`src/sld_pkg.sv`:
```
// Shared definitions for the sticky least-loaded dispatch unit.
// Field widths, default sizes, controller states and the command/status bundles.
// No dependencies.
package sld_pkg;

    localparam int SOURCE_SLOTS_DEF = 64;
    localparam int QUEUE_COUNT_DEF  = 8;

    localparam int SRC_W       = 16;
    localparam int QIDX_W      = 3;
    localparam int LOAD_W      = 7;
    localparam int CFG_W       = 4;
    localparam int IN_TDATA_W  = 16;
    localparam int OUT_TDATA_W = 8;

    localparam logic [LOAD_W-1:0] LOAD_MAX   = 7'd127;
    localparam logic [CFG_W-1:0]  ACTIVE_RST = 4'd8;

    typedef enum logic [2:0] {
        ST_IDLE,
        ST_SEARCH,
        ST_MIN,
        ST_COMMIT,
        ST_FINISH
    } state_t;

    typedef struct packed {
        logic search_start;
        logic search_step;
        logic min_start;
        logic min_step;
        logic commit;
        logic out_load;
    } cmd_t;

    typedef struct packed {
        logic hit;
        logic miss;
        logic min_done;
        logic out_free;
    } status_t;

endpackage

```
`src/sticky_least_loaded_dispatch_unit.sv`:
```
// Top level of the sticky least-loaded dispatch unit.
// Depends on sld_pkg, sld_ctrl, sld_dpath (which holds two sld_ram instances).
//
//  Channel  Direction  Handshake            Payload (lowest bit first)
//  s_       in         s_tvalid/s_tready    s_tdata[15:0] source_id
//  m_       out        m_tvalid/m_tready    m_tdata[2:0] queue_index, [3] new_assignment,
//                                           [4] table_full, [7:5] zero
//  cfg_     in         cfg_valid/cfg_ready  cfg_data[3:0] active_queues
//
// One item is in flight at a time. A known source is found by a one-entry-per-cycle scan
// of the affinity table RAM up to its slot; a new source scans all used table slots and
// then the load RAM of the active queues in the same way. The table uses a fill count
// and the loads use per-queue valid bits, so no clearing pass follows reset; aresetn
// is synchronous and active low. A finished result sits in the output register; a
// stalled m_tready holds only the final hand-off, and the input side takes the next
// item once the result is loaded.
module sticky_least_loaded_dispatch_unit #(
    parameter int SOURCE_SLOTS = sld_pkg::SOURCE_SLOTS_DEF,
    parameter int QUEUE_COUNT  = sld_pkg::QUEUE_COUNT_DEF
) (
    input  logic                              aclk,
    input  logic                              aresetn,
    // Source item: [15:0] source_id.
    input  logic                              s_tvalid,
    output logic                              s_tready,
    input  logic [sld_pkg::IN_TDATA_W-1:0]    s_tdata,
    // Result: [2:0] queue_index, [3] new_assignment, [4] table_full, [7:5] zero.
    output logic                              m_tvalid,
    input  logic                              m_tready,
    output logic [sld_pkg::OUT_TDATA_W-1:0]   m_tdata,
    // Configuration write: active_queues.
    input  logic                              cfg_valid,
    output logic                              cfg_ready,
    input  logic [sld_pkg::CFG_W-1:0]         cfg_data
);
    import sld_pkg::*;

    cmd_t    cmd;
    status_t status;

    // The controller only sequences; all table, load and result state lives in the datapath.
    sld_ctrl u_ctrl (
        .aclk     (aclk),
        .aresetn  (aresetn),
        .in_valid (s_tvalid),
        .in_ready (s_tready),
        .status   (status),
        .cmd      (cmd)
    );

    sld_dpath #(
        .SOURCE_SLOTS (SOURCE_SLOTS),
        .QUEUE_COUNT  (QUEUE_COUNT)
    ) u_dpath (
        .aclk      (aclk),
        .aresetn   (aresetn),
        .in_data   (s_tdata),
        .cfg_valid (cfg_valid),
        .cfg_ready (cfg_ready),
        .cfg_data  (cfg_data),
        .out_valid (m_tvalid),
        .out_ready (m_tready),
        .out_data  (m_tdata),
        .cmd       (cmd),
        .status    (status)
    );

endmodule

```
`src/sld_ram.sv`:
```
// Generic single-write, single-read RAM with a registered read port.
// Standalone; used for the affinity table and the queue load counters.
module sld_ram #(
    parameter int WIDTH = 8,
    parameter int DEPTH = 16,
    localparam int AW = (DEPTH > 1) ? $clog2(DEPTH) : 1
) (
    input  logic             clk,
    input  logic             we,
    input  logic [AW-1:0]    waddr,
    input  logic [WIDTH-1:0] wdata,
    input  logic             re,
    input  logic [AW-1:0]    raddr,
    output logic [WIDTH-1:0] rdata
);

    logic [WIDTH-1:0] mem_reg [DEPTH];
    logic [WIDTH-1:0] rdata_reg;

    always_ff @(posedge clk) begin
        if (we) begin
            mem_reg[waddr] <= wdata;
        end
        if (re) begin
            rdata_reg <= mem_reg[raddr];
        end
    end

    assign rdata = rdata_reg;

endmodule

```
`src/sld_ctrl.sv`:
```
// Sequencing controller: lookup, least-loaded scan, table update, result hand-off.
// Depends on sld_pkg for the state type and the command/status bundles.
module sld_ctrl (
    input  logic            aclk,
    input  logic            aresetn,
    input  logic            in_valid,
    output logic            in_ready,
    input  sld_pkg::status_t status,
    output sld_pkg::cmd_t    cmd
);
    import sld_pkg::*;

    state_t state_reg;
    state_t state_next;

    always_ff @(posedge aclk) begin
        if (!aresetn) begin
            state_reg <= ST_IDLE;
        end else begin
            state_reg <= state_next;
        end
    end

    always_comb begin
        state_next = state_reg;
        cmd        = '0;
        in_ready   = 1'b0;
        unique case (state_reg)
            ST_IDLE: begin
                in_ready = 1'b1;
                if (in_valid) begin
                    cmd.search_start = 1'b1;
                    state_next       = ST_SEARCH;
                end
            end
            ST_SEARCH: begin
                // The datapath captures the stored queue on the step that sees a hit.
                cmd.search_step = 1'b1;
                if (status.hit) begin
                    state_next = ST_FINISH;
                end else if (status.miss) begin
                    cmd.min_start = 1'b1;
                    state_next    = ST_MIN;
                end
            end
            ST_MIN: begin
                cmd.min_step = 1'b1;
                if (status.min_done) begin
                    state_next = ST_COMMIT;
                end
            end
            ST_COMMIT: begin
                cmd.commit = 1'b1;
                state_next = ST_FINISH;
            end
            ST_FINISH: begin
                if (status.out_free) begin
                    cmd.out_load = 1'b1;
                    state_next   = ST_IDLE;
                end
            end
            default: begin
                state_next = ST_IDLE;
            end
        endcase
    end

endmodule

```
`src/sld_dpath.sv`:
```
// Datapath: affinity table search, sequential argmin over queue loads, updates,
// configuration register and the output register. Depends on sld_pkg and sld_ram.
module sld_dpath #(
    parameter int SOURCE_SLOTS = sld_pkg::SOURCE_SLOTS_DEF,
    parameter int QUEUE_COUNT  = sld_pkg::QUEUE_COUNT_DEF
) (
    input  logic                               aclk,
    input  logic                               aresetn,
    input  logic [sld_pkg::IN_TDATA_W-1:0]     in_data,
    input  logic                               cfg_valid,
    output logic                               cfg_ready,
    input  logic [sld_pkg::CFG_W-1:0]          cfg_data,
    output logic                               out_valid,
    input  logic                               out_ready,
    output logic [sld_pkg::OUT_TDATA_W-1:0]    out_data,
    input  sld_pkg::cmd_t                      cmd,
    output sld_pkg::status_t                   status
);
    import sld_pkg::*;

    localparam int UW  = $clog2(SOURCE_SLOTS + 1);
    localparam int SAW = $clog2(SOURCE_SLOTS);
    localparam int QCW = $clog2(QUEUE_COUNT + 1);
    localparam int QAW = (QUEUE_COUNT > 1) ? $clog2(QUEUE_COUNT) : 1;
    localparam int CW  = (QCW > CFG_W) ? QCW : CFG_W;
    localparam int SLOT_W = SRC_W + QIDX_W;

    logic [CFG_W-1:0]       active_reg;
    logic [SRC_W-1:0]       src_reg;
    logic [UW-1:0]          used_reg;
    logic [UW-1:0]          cnt_reg;
    logic                   rv_reg;
    logic [QCW-1:0]         lcnt_reg;
    logic                   lrv_reg;
    logic [QAW-1:0]         la_reg;
    logic [LOAD_W-1:0]      best_reg;
    logic [QAW-1:0]         best_idx_reg;
    logic [QUEUE_COUNT-1:0] lvalid_reg;
    logic [QIDX_W-1:0]      res_q_reg;
    logic                   res_new_reg;
    logic                   res_full_reg;
    logic                   out_valid_reg;
    logic [OUT_TDATA_W-1:0] out_data_reg;

    logic [SLOT_W-1:0]      slot_rdata;
    logic [LOAD_W-1:0]      load_rdata;
    logic [LOAD_W-1:0]      load_val;
    logic [LOAD_W-1:0]      load_inc;
    logic [CW-1:0]          act_w;
    logic [CW-1:0]          qc_w;
    logic [CW-1:0]          n_w;
    logic [QCW-1:0]         n_active;
    logic                   full;
    logic                   match;
    logic                   slot_re;
    logic                   load_re;
    logic                   upd_we;
    logic [QAW+QIDX_W-1:0]  best_ext;
    logic [QIDX_W-1:0]      best_q;

    // Effective active count: zero acts as one, large values saturate.
    assign act_w    = CW'(active_reg);
    assign qc_w     = CW'(QUEUE_COUNT);
    assign n_w      = (act_w == '0) ? CW'(1) : ((act_w > qc_w) ? qc_w : act_w);
    assign n_active = n_w[QCW-1:0];

    // Slots fill from the bottom and are never freed, so the fill count is the free slot.
    assign full     = (used_reg == UW'(SOURCE_SLOTS));
    assign match    = (slot_rdata[SLOT_W-1:QIDX_W] == src_reg);
    assign slot_re  = cmd.search_step && (cnt_reg < used_reg);
    assign load_re  = cmd.min_step && (lcnt_reg < n_active);
    assign upd_we   = cmd.commit && !full;
    assign load_val = lvalid_reg[la_reg] ? load_rdata : '0;
    assign load_inc = (best_reg == LOAD_MAX) ? best_reg : best_reg + LOAD_W'(1);
    assign best_ext = {{QIDX_W{1'b0}}, best_idx_reg};
    assign best_q   = best_ext[QIDX_W-1:0];

    sld_ram #(
        .WIDTH (SLOT_W),
        .DEPTH (SOURCE_SLOTS)
    ) u_slot_ram (
        .clk   (aclk),
        .we    (upd_we),
        .waddr (used_reg[SAW-1:0]),
        .wdata ({src_reg, best_q}),
        .re    (slot_re),
        .raddr (cnt_reg[SAW-1:0]),
        .rdata (slot_rdata)
    );

    sld_ram #(
        .WIDTH (LOAD_W),
        .DEPTH (QUEUE_COUNT)
    ) u_load_ram (
        .clk   (aclk),
        .we    (upd_we),
        .waddr (best_idx_reg),
        .wdata (load_inc),
        .re    (load_re),
        .raddr (lcnt_reg[QAW-1:0]),
        .rdata (load_rdata)
    );

    // Control state.
    always_ff @(posedge aclk) begin
        if (!aresetn) begin
            active_reg    <= ACTIVE_RST;
            used_reg      <= '0;
            cnt_reg       <= '0;
            rv_reg        <= 1'b0;
            lcnt_reg      <= '0;
            lrv_reg       <= 1'b0;
            lvalid_reg    <= '0;
            out_valid_reg <= 1'b0;
        end else begin
            if (cfg_valid) begin
                active_reg <= cfg_data;
            end
            if (cmd.search_start) begin
                cnt_reg <= '0;
                rv_reg  <= 1'b0;
            end else if (cmd.search_step) begin
                rv_reg <= slot_re;
                if (slot_re) begin
                    cnt_reg <= cnt_reg + UW'(1);
                end
            end
            if (cmd.min_start) begin
                lcnt_reg <= '0;
                lrv_reg  <= 1'b0;
            end else if (cmd.min_step) begin
                lrv_reg <= load_re;
                if (load_re) begin
                    lcnt_reg <= lcnt_reg + QCW'(1);
                end
            end
            if (upd_we) begin
                used_reg                 <= used_reg + UW'(1);
                lvalid_reg[best_idx_reg] <= 1'b1;
            end
            if (cmd.out_load) begin
                out_valid_reg <= 1'b1;
            end else if (out_ready) begin
                out_valid_reg <= 1'b0;
            end
        end
    end

    // Payload registers.
    always_ff @(posedge aclk) begin
        if (cmd.search_start) begin
            src_reg <= in_data[SRC_W-1:0];
        end
        if (cmd.min_step && load_re) begin
            la_reg <= lcnt_reg[QAW-1:0];
        end
        if (cmd.min_step && lrv_reg) begin
            if ((la_reg == '0) || (load_val < best_reg)) begin
                best_reg     <= load_val;
                best_idx_reg <= la_reg;
            end
        end
        if (cmd.search_step && rv_reg && match) begin
            res_q_reg    <= slot_rdata[QIDX_W-1:0];
            res_new_reg  <= 1'b0;
            res_full_reg <= 1'b0;
        end
        if (cmd.commit) begin
            res_q_reg    <= best_q;
            res_new_reg  <= !full;
            res_full_reg <= full;
        end
        if (cmd.out_load) begin
            out_data_reg <= {{(OUT_TDATA_W - QIDX_W - 2){1'b0}},
                             res_full_reg, res_new_reg, res_q_reg};
        end
    end

    assign status.hit      = rv_reg && match;
    assign status.miss     = !rv_reg && (cnt_reg == used_reg);
    assign status.min_done = !lrv_reg && (lcnt_reg == n_active);
    assign status.out_free = !out_valid_reg || out_ready;

    assign cfg_ready = 1'b1;
    assign out_valid = out_valid_reg;
    assign out_data  = out_data_reg;

endmodule

```
`config.mk`:
```
export PLATFORM = sky130hd
export DESIGN_NAME = sticky_least_loaded_dispatch_unit
export DESIGN_NICKNAME = d
export VERILOG_FILES = /design/src/sld_pkg.sv /design/src/sticky_least_loaded_dispatch_unit.sv /design/src/sld_ram.sv /design/src/sld_ctrl.sv /design/src/sld_dpath.sv
export SDC_FILE = /design/constraint.sdc
export NUM_CORES = 1
export LEC_CHECK = 0
export BUFFER_PORTS_ARGS = -buffer_cell sky130_fd_sc_hd__buf_2
export CORE_MARGIN = 2
export CORE_UTILIZATION = 24
export CTS_CLUSTER_SIZE = 16
export DETAILED_ROUTE_END_ITERATION = 8
export PLACE_DENSITY = 0.4
export SYNTH_ARGS = -nofsm -noshare
export SYNTH_HDL_FRONTEND = slang
export SYNTH_SLANG_ARGS = --single-unit
```
`constraint.sdc`:
```
create_clock -name aclk -period 3.9 [get_ports aclk]
set_input_delay 0 -clock aclk [delete_from_list [all_inputs] [get_ports aclk]]
set_output_delay 0 -clock aclk [all_outputs]
set_load 0.05 [all_outputs]
```
== Word-level counts from Yosys, hierarchy flattened ==
Memories as Yosys holds them, arrays and structs flattened. A register that Yosys moved wholly into a read port is not among the register bits.
Cells that the tools add are included.

* $add $sub $neg: 4
* Magnitude comparators: 7
* Equal/unequal tests: 13
* Muxes and demuxes: 33
* Bitwise logic cells: 2
* Reductions and logical operators: 28

{| class="wikitable"
|+ Operators by type and width
! kind !! number
|-
| $add A7 B1 Y7 const B || 3
|-
| $mux W3 || 7
|-
| $mux W1 || 18
|-
| $eq A16 B16 Y1 || 1
|-
| $pmux W3 S5 || 1
|-
| $eq A7 B7 Y1 const B || 2
|-
| $lt A7 B7 Y1 || 2
|-
| $mux W7 || 2
|-
| $logic_and A1 B1 Y1 || 11
|-
| $lt A3 B4 Y1 const B || 2
|-
| $mux W4 || 2
|-
| $or A8 B8 Y8 || 1
|-
| $eq A7 B7 Y1 || 1
|-
| $eq A3 B2 Y1 const B || 2
|-
| $logic_not A3 Y1 || 2
|-
| $ne A2 B2 Y1 const B || 3
|-
| $reduce_and A2 Y1 || 3
|-
| $add A4 B1 Y4 const B || 1
|-
| $eq A4 B4 Y1 || 1
|-
| $gt A4 B4 Y1 const B || 1
|-
| $logic_not A1 Y1 || 4
|-
| $logic_not A4 Y1 || 1
|-
| $lt A4 B4 Y1 || 1
|-
| $reduce_and A4 Y1 || 1
|-
| other kinds (11) || 14
|}

* Register bits after elaboration: 75
* RAM bits: 1272
* Bits of input ports: 25
* Output and inout bits: 11
* Logic and storage cells: 106
* Memories kept: 2

{| class="wikitable"
|+ Memories
! memory !! words !! bits a word !! read ports !! clocked after Yosys merged registers in !! write ports !! line !! source
|-
| u_dpath.u_slot_ram.mem_reg || 64 || 19 || 1 || 1 || 1 || sld_ram.sv:17 || <nowiki>logic [WIDTH-1:0] mem_reg [DEPTH];</nowiki>
|-
| u_dpath.u_load_ram.mem_reg || 8 || 7 || 1 || 1 || 1 || sld_ram.sv:17 ||
|}

== Longest topological paths before layout ==
Gate-level depths: netlist of the first run.

* Depth in word-level cells: 9
* Mapped depth: 14
* Gate-level depth less buffers: 9

== Modules after synthesis ==
A second synthesis of the first run with hierarchy kept.

* Cells, all modules: 2565
* Area, all modules: 53501.3 µm²

{| class="wikitable"
|+ By module, submodules not included
! module !! instances !! cells each !! area an instance (µm²)
|-
| sld_ram at u_dpath.u_slot_ram || 1 || 2113 || 47304.1
|-
| sld_dpath || 1 || 318 || 3488.3
|-
| sld_ram at u_dpath.u_load_ram || 1 || 101 || 2436.1
|-
| sld_ctrl || 1 || 33 || 272.8
|}

== Worst setup path before layout of the first run ==
No wires, ideal clock.

* Path type: flip-flop to flip-flop
* From: register u_dpath.cnt_reg[0]
* To: register u_dpath.u_slot_ram.rdata_reg[0], in the netlist u_dpath.u_slot_ram.rdata[0] (read register of u_dpath.u_slot_ram.mem_reg) (enable)
* Arrival time: 2.921 ns
* Required time: 3.500 ns
* Path slack: 0.579 ns
* Cell stages (with the launch flop): 14
* Path buffers: 6
* Period minus slack after synthesis: 3.321 ns
* Path through: dfxtp_1 > buf_6 > buf_6 > buf_12 > buf_6 > inv_4 > buf_2 > ha_1 > nor2b_1 > o21a_1 > o21ai_1 > a21oi_1 > clkbuf_1 > nor2_1

* Longest elaborated chain between the ends: 2

{| class="wikitable"
|+ RTL lines
! item !! line !! source
|-
| start, declared || sld_dpath.sv:31 || <nowiki>logic [UW-1:0] cnt_reg;</nowiki>
|-
| start signal, assigned || sld_dpath.sv:125 || <nowiki>cnt_reg <= cnt_reg + UW'(1);</nowiki>
|-
| $lt A7 B7 Y1 || sld_dpath.sv:70 || <nowiki>assign slot_re = cmd.search_step && (cnt_reg < used_reg);</nowiki>
|-
| $logic_and A1 B1 Y1 || sld_dpath.sv:70 ||
|-
| named net u_dpath.slot_re || sld_dpath.sv:55 || <nowiki>logic slot_re;</nowiki>
|-
| end, declared || sld_ram.sv:18 || <nowiki>logic [WIDTH-1:0] rdata_reg;</nowiki>
|}

The timed path passes the listed nets, and every way through them passes these cells.
A chain may end at the register's enable or synchronous reset.

== Final worst setup path of the first run ==
* From: register u_dpath.la_reg[0]
* To: register u_dpath.best_reg[6] (enable)

* Longest elaborated chain between the ends: 6

{| class="wikitable"
|+ RTL lines
! item !! line !! source
|-
| start, declared || sld_dpath.sv:35 || <nowiki>logic [QAW-1:0] la_reg;</nowiki>
|-
| start signal, assigned || sld_dpath.sv:155 || <nowiki>la_reg <= lcnt_reg[QAW-1:0];</nowiki>
|-
| $bmux W1 S3 || sld_dpath.sv:73 || <nowiki>assign load_val = lvalid_reg[la_reg] ? load_rdata : '0;</nowiki>
|-
| $mux W1 (not written as such) || sld_dpath.sv:73 ||
|-
| $mux W7 || sld_dpath.sv:73 ||
|-
| named net u_dpath.load_val[1] || sld_dpath.sv:47 || <nowiki>logic [LOAD_W-1:0] load_val;</nowiki>
|-
| $lt A7 B7 Y1 || sld_dpath.sv:158 || <nowiki>if ((la_reg == '0) || (load_val < best_reg)) begin</nowiki>
|-
| $logic_or A1 B1 Y1 || sld_dpath.sv:158 ||
|-
| $reduce_and A2 Y1 (no source line) || - ||
|-
| end signal, assigned || sld_dpath.sv:159 || <nowiki>best_reg <= load_val;</nowiki>
|-
| end, declared || sld_dpath.sv:36 || <nowiki>logic [LOAD_W-1:0] best_reg;</nowiki>
|}

The timed path passes the listed nets, and every way through them passes these cells. The select of a mux whose other input is x is not followed.

==> results of run 1 <==
## final cells by class
cell class                      count  area [sq um]  area share
Sequential cell                  1373         40900       0.647
Multi-Input combinational cell    974         11500       0.181
Clock buffer                      189          4140      0.0656
Tap cell                         2871          3590      0.0568
Timing Repair Buffer              276          2300      0.0365
Clock inverter                     88           727      0.0115
Inverter                           20          77.6     0.00123
Antenna cell                        2          5.00   0.0000792
## layer usage
| metal | wire length, um | GRT usage | part of all wire |
|---|---|---|---|
| met5 | 0 | 0 | 0 |
| met4 | 4040 | 0.0417 | 0.027 |
| met3 | 6870 | 0.0210 | 0.045 |
| met2 | 73800 | 0.224 | 0.49 |
| met1 | 66800 | 0.178 | 0.44 |
## cell families after synthesis
kind of cell / share of synthesized area
mux: 0.144
buf+inv: 0.0161
xor+xnor: 0.00430
fa+ha+maj: 0.00520
other cells: 0.000142
flops: 0.771
simple gates: 0.0247
compound gates: 0.0337
## path summary, 6_finish.rpt
path / depth (start not counted) / slack, ns / to / startpoint
hold / removal: 2 / 0.07 / u_dpath.src_reg[13] / s_tdata[13]
setup reg to reg: 10 / 0.44 / u_dpath.best_reg[6] / u_dpath.la_reg[0]
hold reg to reg: 0 / 0.44 / u_dpath.out_data[2] / u_dpath.res_q_reg[2]
setup / recovery: 10 / 0.44 / u_dpath.best_reg[6] / u_dpath.la_reg[0]
## what timing repair did
action,in CTS,in global routing
hold endpoints to repair,56,0
buffers inserted,0,0
hold buffers,49,0
## per-stage QoR
| stage | utilization | cells |
|---|---|---|
| 5_1_grt | 0.288 | 5791 |
| 4_1_cts | 0.288 | 5791 |
| 2_1_floorplan | - | 2499 |
| 3_5_place_dp | 0.263 | 5465 |
| 3_3_place_gp | 0.263 | 5465 |
| 6_report | 0.288 | 5793 |
## layout by cell type, fill, tap and decap left out, types with 17 or more instances in the layout
cell,n
nor2_1,26
buf_2,31
a21oi_1,26
ha_1,22
xnor2_1,23
nor2_2,65
nand2_1,48
a211oi_1,34
dfxtp_1,31
buf_4,181
dlygate4sd3_1,49
mux4_2,289
mux2i_1,103
or3_1,18
clkinv_2,28
nor2b_1,22
clkbuf_1,26
a22oi_1,39
o22ai_1,51
nor3_1,21
clkinv_1,37
edfxtp_1,1337
clkbuf_16,160
inv_1,18
o21a_1,17
nand3_1,20
## power by group through the flow
| stage | registers (uW) | logic, uW | clock network [uW] |
|---|---|---|---|
| floorplan | 16700 | 153 | 0 |
| finish | 16300 | 589 | 14000 |
| global route | 16300 | 640 | 15000 |
| detailed placement | 16600 | 563 | 0 |
| CTS | 16300 | 601 | 14400 |
| global placement | 16600 | 533 | 0 |
==> impl_metrics.env, run 1 <==
export IMPL_status="finished, final reports clean"
export IMPL_yosysMostFrequentCell="edfxtp_1"
export IMPL_cts_clk_slew_worst_paths_ns=0.06
export IMPL_drive_above_1_share=0.283
export IMPL_wl_per_cell_um=26.2
export IMPL_powerDensity_mw_per_mm2=490
export IMPL_ant_nets=0
export IMPL_ys_ff_latch=1373
export IMPL_drtIter0Drc=2197
export IMPL_total_power_uw=30900
export IMPL_path_buf_inv=1
export IMPL_slew_headroom=0.257
export IMPL_critPathRequiredTime_ns=4.37
export IMPL_hp_class="in2reg"
export IMPL_ys_seq_area_frac=0.771
export IMPL_io_pins=36
export IMPL_syn_inst=2497
export IMPL_fmax_mhz=289
export IMPL_postSynth_asyncResetShare=0
export IMPL_crit_arrival_ns=3.93
export IMPL_drc=0
export IMPL_holdWs_ns=0.0657
export IMPL_cpPeakStageDelay_ns=0.52
export IMPL_pre_cts_slack_ns=0.455
export IMPL_port_buffers=31
export IMPL_synth_cell_type_count=61
export IMPL_largest_reg_flops=1216
export IMPL_grt_first_pass_wirelength_um=212000
export IMPL_cp_end_kind="flop"
export IMPL_tns_ns=0
export IMPL_synthDominantAreaCellType="edfxtp_1"
export IMPL_start_util=0.241
export IMPL_overflow=0
export IMPL_yosysTopAreaCellShare=0.758
export IMPL_drtPass1Iterations=5
export IMPL_syn_area_per_cell_sq_um=21.2
export IMPL_swShare=0.203
export IMPL_design_area_sq_mm=0.0632
export IMPL_tightest_slew_ns=1.11
export IMPL_grt_max_degree=73
export IMPL_fin_skew_ns=0.0269
export IMPL_synth_edf_count=1337
export IMPL_wl_um=152000
export IMPL_cts_tree="yes"
export IMPL_gp_congestion=0.755
export IMPL_crit_top_cell="nor2b_1"
export IMPL_cp_start_kind="flop"
export IMPL_gr_usage_all_layers=0.134
export IMPL_cts_buffers_inserted=154
export IMPL_synthTopCellsByCount="1337 x edfxtp_1, 289 x mux4_2, 103 x mux2i_1"
export IMPL_max_clock_path_buffers=3
export IMPL_nets=2846
export IMPL_critPathKind="reg2reg"
export IMPL_hold_viol=0
export IMPL_dpl_cell_area_sq_mm=0.0578
export IMPL_p_comb_frac=0.019
export IMPL_cp_max_fo=7
export IMPL_vdd_drop_max_mv=0.445
export IMPL_core_area_sq_mm=0.220
export IMPL_yosys_top_cells_area="edfxtp_1 76%, mux4_2 12%, mux2i_1 1.9%"
export IMPL_drv_cap=0
export IMPL_rsz0062_at_grt="no"
export IMPL_synthToLayoutAreaGrowth_pct=19.3
export IMPL_cts_root_buf="clkbuf_16"
export IMPL_rows=172
export IMPL_insertion_delay_ns=0.77
export IMPL_period_needed_ns=3.46
export IMPL_setup_slack_ns=0.439
export IMPL_drv_slew=0
export IMPL_critPathSlowestCell="mux4_2"
export IMPL_switching_power_uw=6270
export IMPL_yosysWarnings=0
export IMPL_num_fill_cells=21500
export IMPL_antenna_found_initial=4
export IMPL_die_area_sq_mm=0.225
export IMPL_vias_per_cell=4.49
export IMPL_dpl_hpwl_um=88700
export IMPL_grt_pass1_vias=27600
export IMPL_synth_top_flop_cell="edfxtp_1"
export IMPL_p_int_uw=24700
export IMPL_cts_sinks=1373
export IMPL_min_period_over_period=0.887
export IMPL_fp_dieH_um=474
export IMPL_synth_area_sq_mm=0.0530
export IMPL_vias=26000
export IMPL_critPathTopFamily="multiplexers"
export IMPL_path_cells="mux4_2, mux2i_1, nor2b_1, ha_1, nor2b_1, o21a_1, a311oi_1, nor3_1, nor2_1, buf_4"
export IMPL_power_leakage_uw=0.0190
export IMPL_setup_viol=0
export IMPL_clkPwrFrac=0.454
export IMPL_htreeDepth=4
export IMPL_pwr_share_seq=0.527
export IMPL_die_x_um=474
export IMPL_cts_resized_gates=0
Power figures use the tool's default switching activity.
==> run 2, diff against run 1 <==
CTS_BUF_LIST = sky130_fd_sc_hd__clkbuf_8 sky130_fd_sc_hd__clkbuf_16   (was default)
RECOVER_POWER = 25   (was default)
clock period = 4.2 ns   (was 3.9 ns; I/O delays follow)
==> impl_metrics.env, run 2 (synthesis results as in run 1) <==
export IMPL_status="finished with violations"
export IMPL_violations="capacitance limit, slew limit"
export IMPL_globalRoute_busiestLayer="met2"
export IMPL_gr_usage_all_layers=0.138
export IMPL_cts_clk_slew_worst_paths_ns=0.06
export IMPL_placed_cells=5455
export IMPL_wl_um=156000
export IMPL_fin_skew_ns=0.0259
export IMPL_max_clock_path_buffers=3
export IMPL_gp_congestion=0.753
export IMPL_crit_arrival_ns=4.62
export IMPL_hold_path_cell_count=2
export IMPL_cpPeakStageDelay_ns=1.06
export IMPL_cts_root_buf="clkbuf_16"
export IMPL_num_fill_cells=21500
export IMPL_grtUsageMet3=0.0199
export IMPL_port_buffers=31
export IMPL_setup_viol=0
export IMPL_start_util=0.241
export IMPL_pre_cts_slack_ns=0.136
export IMPL_critPathRequiredTime_ns=4.75
export IMPL_met1_usage=0.187
export IMPL_tns_ns=0
export IMPL_period_needed_ns=4.07
export IMPL_cp_max_fo=42
export IMPL_core_area_sq_mm=0.220
export IMPL_crit_top_cell="buf_4"
export IMPL_dpl_cell_area_sq_mm=0.0577
export IMPL_min_period_over_period=0.968
export IMPL_setup_slack_ns=0.134
export IMPL_vias=26200
export IMPL_nets=2838
export IMPL_dpl_hpwl_um=92000
export IMPL_cts_sinks=1373
export IMPL_fmax_mhz=246
export IMPL_cts_tree="yes"
export IMPL_htreeDepth=4
export IMPL_cp_end_kind="flop"
export IMPL_final_common_cell="edfxtp_1"
export IMPL_seq_area_sq_mm=0.0409
export IMPL_cts_buffers_inserted=154
export IMPL_critPathTopFamily="compound AO/OA/AOI/OAI gates"
export IMPL_antenna_found_initial=7
export IMPL_io_pins=36
export IMPL_synthToLayoutAreaGrowth_pct=19.2
export IMPL_rsz0062_at_grt="no"
export IMPL_fin_cells=5787
export IMPL_slew_headroom=-1.25
export IMPL_overflow=0
export IMPL_die_area_sq_mm=0.225
export IMPL_drv_cap=16
export IMPL_power_leakage_uw=0.0191
export IMPL_insertion_delay_ns=0.79
export IMPL_post_cts_buffers=0
export IMPL_cp_num_cells=11
export IMPL_grt_first_pass_wirelength_um=218000
export IMPL_ctsHoldBuffers=51
export IMPL_path_buf_inv=4
export IMPL_final_cell_mix="1337 x edfxtp_1, 289 x mux4_2, 158 x clkbuf_16, 157 x buf_4, 103 x mux2i_1"
export IMPL_grt_max_degree=73
export IMPL_fp_dieH_um=474
export IMPL_critPathKind="reg2reg"
export IMPL_die_x_um=474
export IMPL_drv_slew=1002
export IMPL_critPathSlowestCell="o21ai_0"
export IMPL_total_power_uw=29000
export IMPL_wl_per_cell_um=27.0
export IMPL_drive_above_1_share=0.276
export IMPL_rows=172
export IMPL_design_area_sq_mm=0.0632
export IMPL_hold_viol=0
export IMPL_path_cells="buf_12, inv_4, ha_1, nor2b_1, o21a_1, o21ai_1, a21oi_1, buf_4, nor2_2, buf_4, o21ai_0"
export IMPL_reg2regPathDepth=11
export IMPL_grt_pass1_vias=27500
export IMPL_vdd_drop_max_mv=0.401
export IMPL_tightest_slew_ns=3.38
export IMPL_drtIter0Drc=2523
export IMPL_hp_class="in2reg"
export IMPL_vias_per_cell=4.53
export IMPL_drtPass1Iterations=5
export IMPL_powerDensity_mw_per_mm2=458
export IMPL_drc=0
export IMPL_grt_use_met2=0.231
export IMPL_cts_resized_gates=0
export IMPL_multiInputGateArea_sq_mm=0.0115
export IMPL_largest_reg_flops=1216
export IMPL_cp_start_kind="flop"
export IMPL_ant_nets=0
## run 2: cell types whose count changed in the layout (fill, tap and decap cells not counted), moves of 4 or more
cell / change
inv_16: +4
inv_1: +30
clkbuf_2: +9
clkinv_2: -5
clkbuf_1: -15
buf_4: -24
## run 2: worst paths after layout
path	startpoint	end	slack, ns
setup / recovery	u_dpath.cnt_reg[0]	u_dpath.cnt_reg[0]	0.13
hold / removal	s_tdata[13]	u_dpath.src_reg[13]	0.16
setup reg to reg	u_dpath.cnt_reg[0]	u_dpath.cnt_reg[0]	0.13
hold reg to reg	u_dpath.res_new_reg	u_dpath.out_data[3]	0.44
## run 2: stage by stage
step,hold WS (ns),utilization
3_3_place_gp,0.177,0.263
3_5_place_dp,0.179,0.263
4_1_cts,0.0234,0.288
5_1_grt,0.158,0.288
6_report,0.161,0.288
2_1_floorplan,0.0989,-
## run 2: per-layer routing
metal / share of wire / vias up
met5: 0 / -
met3: 0.047 / 196
met1: 0.44 / 14300
li1: - / 11100
met4: 0.024 / 0
met2: 0.49 / 661
## run 2: report_power, final
group          leakage, uW  switching, uW  total [uW]  internal, uW
registers           0.0123           29.2       15200         15100
clock network      0.00256           5500       13200          7730
logic              0.00426            424         541           117
total               0.0191           5960       29000         23000
## run 2: layout make-up
type                    count  area share
clock buffers             160      0.0630
flip-flops and latches   1373       0.647
repair buffers            268      0.0341
diodes                      4    0.000158
clock inverters           117      0.0156
multi-input cells         974       0.182
inverters                  20     0.00123
well taps                2871      0.0569
